File: src/hw/rtl/swm_pkg.sv
// Package of the segmented word memory: field widths, operation and status
// codes, and the command and status structs between controller and datapath.
// Used by the controller, the datapath, the top level and the testbench; depends on nothing.
package swm_pkg;

    // Widths of the item fields.
    localparam int FUNC_W   = 3;
    localparam int ID_W     = 6;
    localparam int OFF_W    = 10;
    localparam int WORD_W   = 32;
    localparam int SIZE_W   = 11;
    localparam int STATUS_W = 3;

    // Default geometry of the memory.
    localparam int SEGMENTS_DEF  = 64;
    localparam int MAX_WORDS_DEF = 1024;

    // Operation codes carried by func.
    localparam logic [FUNC_W-1:0] FN_LOAD  = 3'd0;
    localparam logic [FUNC_W-1:0] FN_STORE = 3'd1;
    localparam logic [FUNC_W-1:0] FN_MAP   = 3'd2;
    localparam logic [FUNC_W-1:0] FN_UNMAP = 3'd3;
    localparam logic [FUNC_W-1:0] FN_COPY  = 3'd4;

    // Result status codes.
    localparam logic [STATUS_W-1:0] ST_OK       = 3'd0;
    localparam logic [STATUS_W-1:0] ST_UNMAPPED = 3'd1;
    localparam logic [STATUS_W-1:0] ST_OFFSET   = 3'd2;
    localparam logic [STATUS_W-1:0] ST_SIZE     = 3'd3;
    localparam logic [STATUS_W-1:0] ST_NOFREE   = 3'd4;

    // Commands from the controller to the datapath.
    typedef struct packed {
        logic accept;    // latch the input item and read the segment tables
        logic lookup;    // check the operation and commit its table updates
        logic capture;   // take the loaded word from the word memory
        logic sweep;     // run one step of a zero fill or a segment copy
        logic out_load;  // move the finished result into the output register
    } cmd_t;

    // Status from the datapath to the controller.
    typedef struct packed {
        logic go_load;     // lookup started a word read
        logic go_sweep;    // lookup started a zero fill or a copy
        logic sweep_done;  // all words of the sweep are written
        logic out_free;    // the output register can take a result
    } sts_t;

endpackage

File: src/hw/rtl/swm_ctrl.sv
// Controller of the segmented word memory: sequences accept, lookup, word
// read, sweep and result hand-off. Depends on swm_pkg.
module swm_ctrl
    import swm_pkg::*;
(
    input  logic clk,
    input  logic rst_n,
    input  logic in_valid,
    output logic in_ready,
    input  sts_t sts,
    output cmd_t cmd
);

    typedef enum logic [4:0] {
        S_IDLE   = 5'b00001,
        S_LOOKUP = 5'b00010,
        S_LDWAIT = 5'b00100,
        S_SWEEP  = 5'b01000,
        S_DONE   = 5'b10000
    } state_t;

    state_t state_reg;
    state_t state_next;

    // Next state and commands.
    always_comb
    begin
        state_next = state_reg;
        cmd        = '0;
        in_ready   = 1'b0;
        case (state_reg)
            S_IDLE:
            begin
                in_ready   = 1'b1;
                cmd.accept = in_valid;
                if (in_valid)
                begin
                    state_next = S_LOOKUP;
                end
            end
            S_LOOKUP:
            begin
                cmd.lookup = 1'b1;
                if (sts.go_load)
                begin
                    state_next = S_LDWAIT;
                end
                else if (sts.go_sweep)
                begin
                    state_next = S_SWEEP;
                end
                else
                begin
                    state_next = S_DONE;
                end
            end
            S_LDWAIT:
            begin
                cmd.capture = 1'b1;
                state_next  = S_DONE;
            end
            S_SWEEP:
            begin
                cmd.sweep = 1'b1;
                if (sts.sweep_done)
                begin
                    state_next = S_DONE;
                end
            end
            S_DONE:
            begin
                cmd.out_load = sts.out_free;
                if (sts.out_free)
                begin
                    state_next = S_IDLE;
                end
            end
            default:
            begin
                state_next = S_IDLE;
            end
        endcase
    end

    // State register.
    always_ff @(posedge clk or negedge rst_n)
    begin
        if (!rst_n)
        begin
            state_reg <= S_IDLE;
        end
        else
        begin
            state_reg <= state_next;
        end
    end

endmodule

File: config.mk
export PLATFORM = sky130hd
export DESIGN_NAME = swm_ctrl
export DESIGN_NICKNAME = d
export VERILOG_FILES = /design/src/hw/rtl/swm_pkg.sv /design/src/hw/rtl/swm_ctrl.sv
export SDC_FILE = /design/constraint.sdc
export NUM_CORES = 1
export LEC_CHECK = 0
export ABC_AREA = 1
export BUFFER_PORTS_ARGS = -buffer_cell sky130_fd_sc_hd__buf_2
export CAP_MARGIN = 10
export CORE_AREA = 2 2 39 41
export CTS_BUF_LIST = sky130_fd_sc_hd__clkbuf_8
export CTS_CLUSTER_DIAMETER = 50
export DETAILED_ROUTE_END_ITERATION = 6
export DIE_AREA = 0 0 41 43
export MAX_ROUTING_LAYER = met4
export SLEW_MARGIN = 10
export SYNTH_ARGS = -nofsm -noshare
export SYNTH_HDL_FRONTEND = slang
export SYNTH_SLANG_ARGS = --single-unit
File: constraint.sdc
create_clock -name clk -period 1.6 [get_ports clk]
set_input_delay 0.32 -clock clk [delete_from_list [all_inputs] [get_ports clk]]
set_output_delay 0.32 -clock clk [all_outputs]
set_load 0.05 [all_outputs]
==> metrics.md, run 1 <==
| Metric | Value |
|---|---|
| # setup viols final | 1 |
| Commonest non-fill, non-tap cell in the layout | inv_1 |
| Finished Layout Cells | 87 |
| Via count | 367 |
| Total grt overflow | 0 |
| Drt first pass iters | 3 |
| GP Congestion | 0.702 |
| Critical path depth | 5 |
| Fmax | 620 MHz |
| Net count after synthesis | 60 |
| Total length of routed wires | 777 µm |
| Crit-path most repeated cell | nor2_4 |
| FF+latch count, synth | 5 |
| CP Max Fanout | 3 |
| Vias per cell | 4.22 |
| Worst Max-Slew Pin Slew | 0.190 ns |
| Hpwl dp | 578 µm |
| Failing checks | negative setup slack |
| Clk_lat worst skew | 0.22 ns |
| Max_cap viols | 0 |
| CTS H-tree lvls | 1 |
| Antenna fix cells | 0 |
| First-pass GRT wire length | 1300 µm |
| Fin area | 559 µm² |
| IO Port Bufs | 12 |
| Post-place setup slack | 0.113 ns |
| Routed Antenna Nets | 0 |
| Slew Limit Fails | 0 |
| Initial Util | 25.6% |
| Post-route setup TNS | -0.0126 ns |
| Clock Sinks | 5 |
| CP arrival | 1.29 ns |
| DRC Markers | 0 |
| Area grow syn2layout | 58.0% |
| Per-cell routed wire length | 8.93 µm |
| RSZ-0062 raised after global routing | yes |
| Initial DRC count | 2 |
| Slew HR | 87.3% |
| Placed cells | 81 |
| Placement Rows | 14 |
| Cell variety after synth | 17 |
| Worst hold path class | in -> reg |
| Crit path cell chain | inv_2 -> nor2_4 -> nand2_4 -> nor2_4 -> buf_8 |
| Layout cell share with drive strength beyond 1 | 47.9% |
| Clock Skew | 0.000830 ns |
| IO Pins | 13 |
| Final core occ | 40.4% |
| Vias in the first global route | 355 |
| Worst path top cell family by delay | flip-flops |
| Crit. End Element | primary output |
| Die X | 41 µm |
| Post-place instance area | 439 µm² |
| Final worst path period need | 1.61 ns |
| Mean Syn Cell Area | 6.68 µm² |
| Buffers and inverters on the worst path | 2 |
| Num CTS Buffers | 3 |
| Worst r2r path cells | 6 |
| Hold Path Stages | 2 |
| Cells after Synth | 53 |
| Clk root buf | clkbuf_8 |
| Yosys warning total | 0 |
| Nets | 79 |
| Cell area after synthesis | 354 µm² |
| Most frequent cells in the layout | inv_1 (13), nor2_1 (8), buf_2 (6), nand2_1 (5), nor2_2 (4) |
| Cell Pwr Density | 1790 nW/µm² |
| Hold Vio Cnt, Final | 0 |
| Core ar. | 1380 µm² |
| GRT Total Usage | 11.6% |
| Clock buffer depth | 2 |
| Reg clk slew, reported paths | 0.03 ns |
| Lkg Pwr | 0.307 nW |
| Final period utilization | 101% |
| Die area | 1760 µm² |
| Die Y | 43 µm |
| Crit path largest cell delay | 0.56 ns |
| Max rail drop VDD | 0.000927 V |
| CTS tree | yes |
| Outcome | finished, violations left |
| CP max-delay cell | dfstp_2 |
| Initial antenna violation count | 0 |
| CP startpoint kind | flip-flop |
| Max FFs per register | 5 |
| Final Worst Setup Slack | -0.0126 ns |
| Largest net degree at the start of global routing | 6 |
| Worst EP required | 1.28 ns |
| Worst Path Class, Setup | reg -> out |
| Post-synthesis sequential area ratio | 35.7% |
[repair_timing]
action	4_1_cts	5_1_grt
endpoints found under the hold margin	4	0
pin swaps	0	2
setup buffers	0	1
hold buffers	1	0
setup endpoints to repair	3	6
gates resized for setup	6	12
[final timing paths]
path	start	endpoint	slack (ns)
max in group asynchronous	rst_n	state_reg[0]	0.94
setup / recovery	state_reg[0]	cmd[4]	-0.01
min in group asynchronous	rst_n	state_reg[4]	0.45
hold / removal	sts[3]	state_reg[3]	0.29
hold reg to reg	state_reg[1]	state_reg[1]	0.61
setup reg to reg	state_reg[0]	state_reg[4]	0.36
[per-stage QoR]
step	total power, mW	hold WS [ns]
finish	1.00	0.295
global route	1.08	0.305
CTS	0.893	0.290
detailed placement	0.622	0.136
global placement	0.618	0.135
floorplan	0.542	0.0244
[area by class of cell]
type                       count  area [µm²]
clock buffer                   3        41.3
clock inverter                 1        3.75
fill                         153         825
inverter                      14        52.6
multi-input combinational     34         210
sequential                     5         128
tap                           16        20.0
timing repair buffer          14         104
[worst reg2reg max path: stages (launching register included)]
cell      delay (ns)
dfstp_2         0.56
inv_2           0.05
nor2_4          0.13
buf_4           0.12
nand3_1         0.09
nand2_1         0.09
o21bai_2        0.07
[kinds of logic (layout without fill, tap and decap cells)]
group                  after synthesis  count (layout)  share of synthesized area (%)
AO/OA/AOI/OAI                        7               7                           13.4
buffers and inverters               14              32                           14.8
flip-flops                           5               5                           35.7
AND/OR/NAND/NOR                     27              27                           36.0
[synth_stat cells, drive strengths merged]
cell type	count	share of area [%]
nor2	15	19
o21bai	1	3.2
nand4	1	1.8
a21oi	2	3.9
nand3	3	5.7
nand2	8	9.9
dfrtp	4	28
o31ai	1	2.1
inv	14	15
dfstp	1	7.4
o21ai	3	4.2
[per-layer routing]
metal | part of all wire, % | GRT usage (%) | vias to the layer above
li1 | - | - | 194
met1 | 42 | 12.8 | 163
met2 | 52 | 17.2 | 8
met3 | 4.5 | 1.57 | 2
met4 | 0.90 | 10.0 | 0
met5 | 0 | - | -
[power by group]
group,switching (mW),internal [mW]
registers,0.0485,0.173
clock network,0.0560,0.164
logic,0.358,0.205
Note: power is estimated with default switching activity, not from simulation.
==> inputs of run 2 (changes only) <==
BUFFER_PORTS_ARGS = default   (was -buffer_cell sky130_fd_sc_hd__buf_2)
DONT_BUFFER_PORTS = 1   (was default)
PLACE_DENSITY = 0.36   (was default)
==> metrics.md, run 2 (same netlist as run 1, synthesis figures left out) <==
| Metric | Value |
|---|---|
| Clk root buf | clkbuf_8 (unchanged) |
| GP Congestion | 0.615 (was 0.702) |
| Hpwl dp | 590 µm (was 578 µm) |
| Slew Limit Fails | 0 (unchanged) |
| IO Pins | 13 (unchanged) |
| IO Port Bufs | 0 (was 12) |
| Hold slack | 0.196 ns (was 0.295 ns) |
| Vias in the first global route | 348 (was 355) |
| Most frequent cells in the layout | inv_1 (11), nor2_1 (7), nand2_1 (5) (was inv_1 (13), nor2_1 (8), buf_2 (6), nand2_1 (5), nor2_2 (4)) |
| Worst Max-Slew Pin Slew | 0.246 ns (was 0.190 ns) |
| Combinational group share of total power | 58.9% (was 56.1%) |
| Reg clk slew, reported paths | 0.03 ns (about the same) |
| Nets | 74 (was 79) |
| Initial Util | 25.6% (unchanged) |
| First-pass GRT wire length | 1280 µm (was 1300 µm) |
| Clock Sinks | 5 (unchanged) |
| DR WL met3 | 46 µm (was 35 µm) |
| Slew HR | 83.6% (was 87.3%) |
| Sequential Power Share | 20.1% (was 22.0%) |
| Clock power share | 21.0% (was 21.9%) |
| Vias per cell | 4.29 (was 4.22) |
| DRC Markers | 0 (unchanged) |
| Max rail drop VDD | 0.000954 V (was 0.000927 V) |
| Cell Pwr Density | 1860 nW/µm² (was 1790 nW/µm²) |
| Initial DRC count | 1 (was 2) |
| Int Power | 0.584 mW (was 0.542 mW) |
| Num CTS Buffers | 3 (unchanged) |
| Via count | 352 (was 367) |
| CP startpoint kind | flip-flop (unchanged) |
| CTS tree | yes (unchanged) |
| Worst EP required | 1.28 ns (about the same) |
| Crit. End Element | primary output (unchanged) |
| Total grt overflow | 0 (unchanged) |
| Clock Skew | 0.000577 ns (was 0.000830 ns) |
| Met2 WL | 362 µm (was 406 µm) |
| Clk_lat worst skew | 0.22 ns (about the same) |
| Die X | 41 µm (unchanged) |
| CTS H-tree lvls | 1 (unchanged) |
| RSZ-0062 raised after global routing | yes (unchanged) |
| CP arrival | 1.24 ns (was 1.29 ns) |
| Final worst path period need | 1.56 ns (was 1.61 ns) |
| Max FFs per register | 5 (unchanged) |
| Per-cell routed wire length | 8.89 µm (was 8.93 µm) |
| Outcome | completed (was finished, violations left) |
| Largest net degree at the start of global routing | 6 (unchanged) |
| Total length of routed wires | 729 µm (was 777 µm) |
| Final core occ | 41.1% (was 40.4%) |
| P_sw | 0.473 mW (was 0.462 mW) |
| CP Max Fanout | 4 (was 3) |
| Lkg Pwr | 0.287 nW (was 0.307 nW) |
| Commonest non-fill, non-tap cell in the layout | inv_1 (unchanged) |
| Worst Path Class, Setup | reg -> out (unchanged) |
| Die area | 1760 µm² (unchanged) |
| Highest metal used | met4 (unchanged) |
| Die Y | 43 µm (unchanged) |
| Core ar. | 1380 µm² (unchanged) |
| Placed cells | 74 (was 81) |
| Area grow syn2layout | 60.8% (was 58.0%) |
| Fmax | 641 MHz (was 620 MHz) |
| Max_cap viols | 0 (unchanged) |
| Met1 WL | 312 µm (was 328 µm) |
| Hold Vio Cnt, Final | 0 (unchanged) |
| Placement Rows | 14 (unchanged) |
| Post-place setup slack | 0.152 ns (was 0.113 ns) |
| Fillers | 158 (was 153) |
| Routed Antenna Nets | 0 (unchanged) |
| GRT Total Usage | 11.8% (was 11.6%) |
| # setup viols final | 0 (was 1) |
| Final period utilization | 97.5% (was 101%) |
| Finished Layout Cells | 82 (was 87) |
| Antenna fix cells | 0 (unchanged) |
| Worst hold path class | in -> reg (unchanged) |
| Final Worst Setup Slack | 0.0403 ns (was -0.0126 ns) |
| Drt first pass iters | 2 (was 3) |
| Clock buffer depth | 2 (unchanged) |
| Net Sw Frac | 44.8% (was 46.0%) |
| Layout cell share with drive strength beyond 1 | 48.5% (was 47.9%) |
| Initial antenna violation count | 0 (unchanged) |
run 2: worst paths after layout:
check | slack (ns) | start | to | cells past startpoint
max in group asynchronous | 0.96 | rst_n | state_reg[0] | 1
worst min-delay path | 0.20 | sts[3] | state_reg[3] | 1
min in group asynchronous | 0.39 | rst_n | state_reg[4] | 1
worst max-delay path | 0.04 | state_reg[0] | cmd[1] | 5
worst max register to register | 0.44 | state_reg[0] | state_reg[0] | 7
worst min register to register | 0.62 | state_reg[1] | state_reg[1] | 3
run 2: layer usage:
metal / track usage (%) / vias up
met3: 1.57 / 2
li1: - / 185
met2: 15.9 / 11
met1: 13.8 / 154
met4: 12.0 / 0
met5: - / -
run 2: final cells by class:
| cell class | instances | area [µm²] | share of cell area, % |
|---|---|---|---|
| flip-flops and latches | 5 | 128 | 22.4 |
| multi-input cells | 34 | 218 | 38.2 |
| repair buffers | 9 | 103 | 18.0 |
| clock buffers | 3 | 41.3 | 7.25 |
| clock inverters | 1 | 3.75 | 0.659 |
| well taps | 16 | 20.0 | 3.52 |
| inverters | 14 | 56.3 | 9.89 |
run 2: worst max-delay path, cell delays in order, from the launching register on:
cell     delay, ns
dfstp_2       0.54
buf_4         0.12
nor2_4        0.04
nand2_2       0.09
nor2_1        0.05
buf_4         0.18
run 2: power by group through the flow:
stage | registers, mW | clock network [mW] | logic (mW)
finish | 0.213 | 0.222 | 0.622
global route | 0.219 | 0.234 | 0.683
CTS | 0.209 | 0.228 | 0.568
detailed placement | 0.204 | 0 | 0.512
global placement | 0.203 | 0 | 0.518
floorplan | 0.199 | 0 | 0.343
run 2: stage by stage:
step | area [µm²] | setup TNS (ns) | total power [mW]
6_report | 569 | 0 | 1.06
5_1_grt | 569 | -0.0189 | 1.13
4_1_cts | 531 | -0.0109 | 1.01
3_5_place_dp | 442 | 0 | 0.716
3_3_place_gp | 442 | 0 | 0.721
2_1_floorplan | 359 | 0 | 0.542
run 2: what timing repair did:
action | in CTS | in global routing
pin swaps | 4 | 4
hold buffers | 1 | 0
setup buffers | 2 | 1
endpoints found under the setup margin | 2 | 5
hold endpoints to repair | 5 | 0
gates resized for setup | 6 | 9
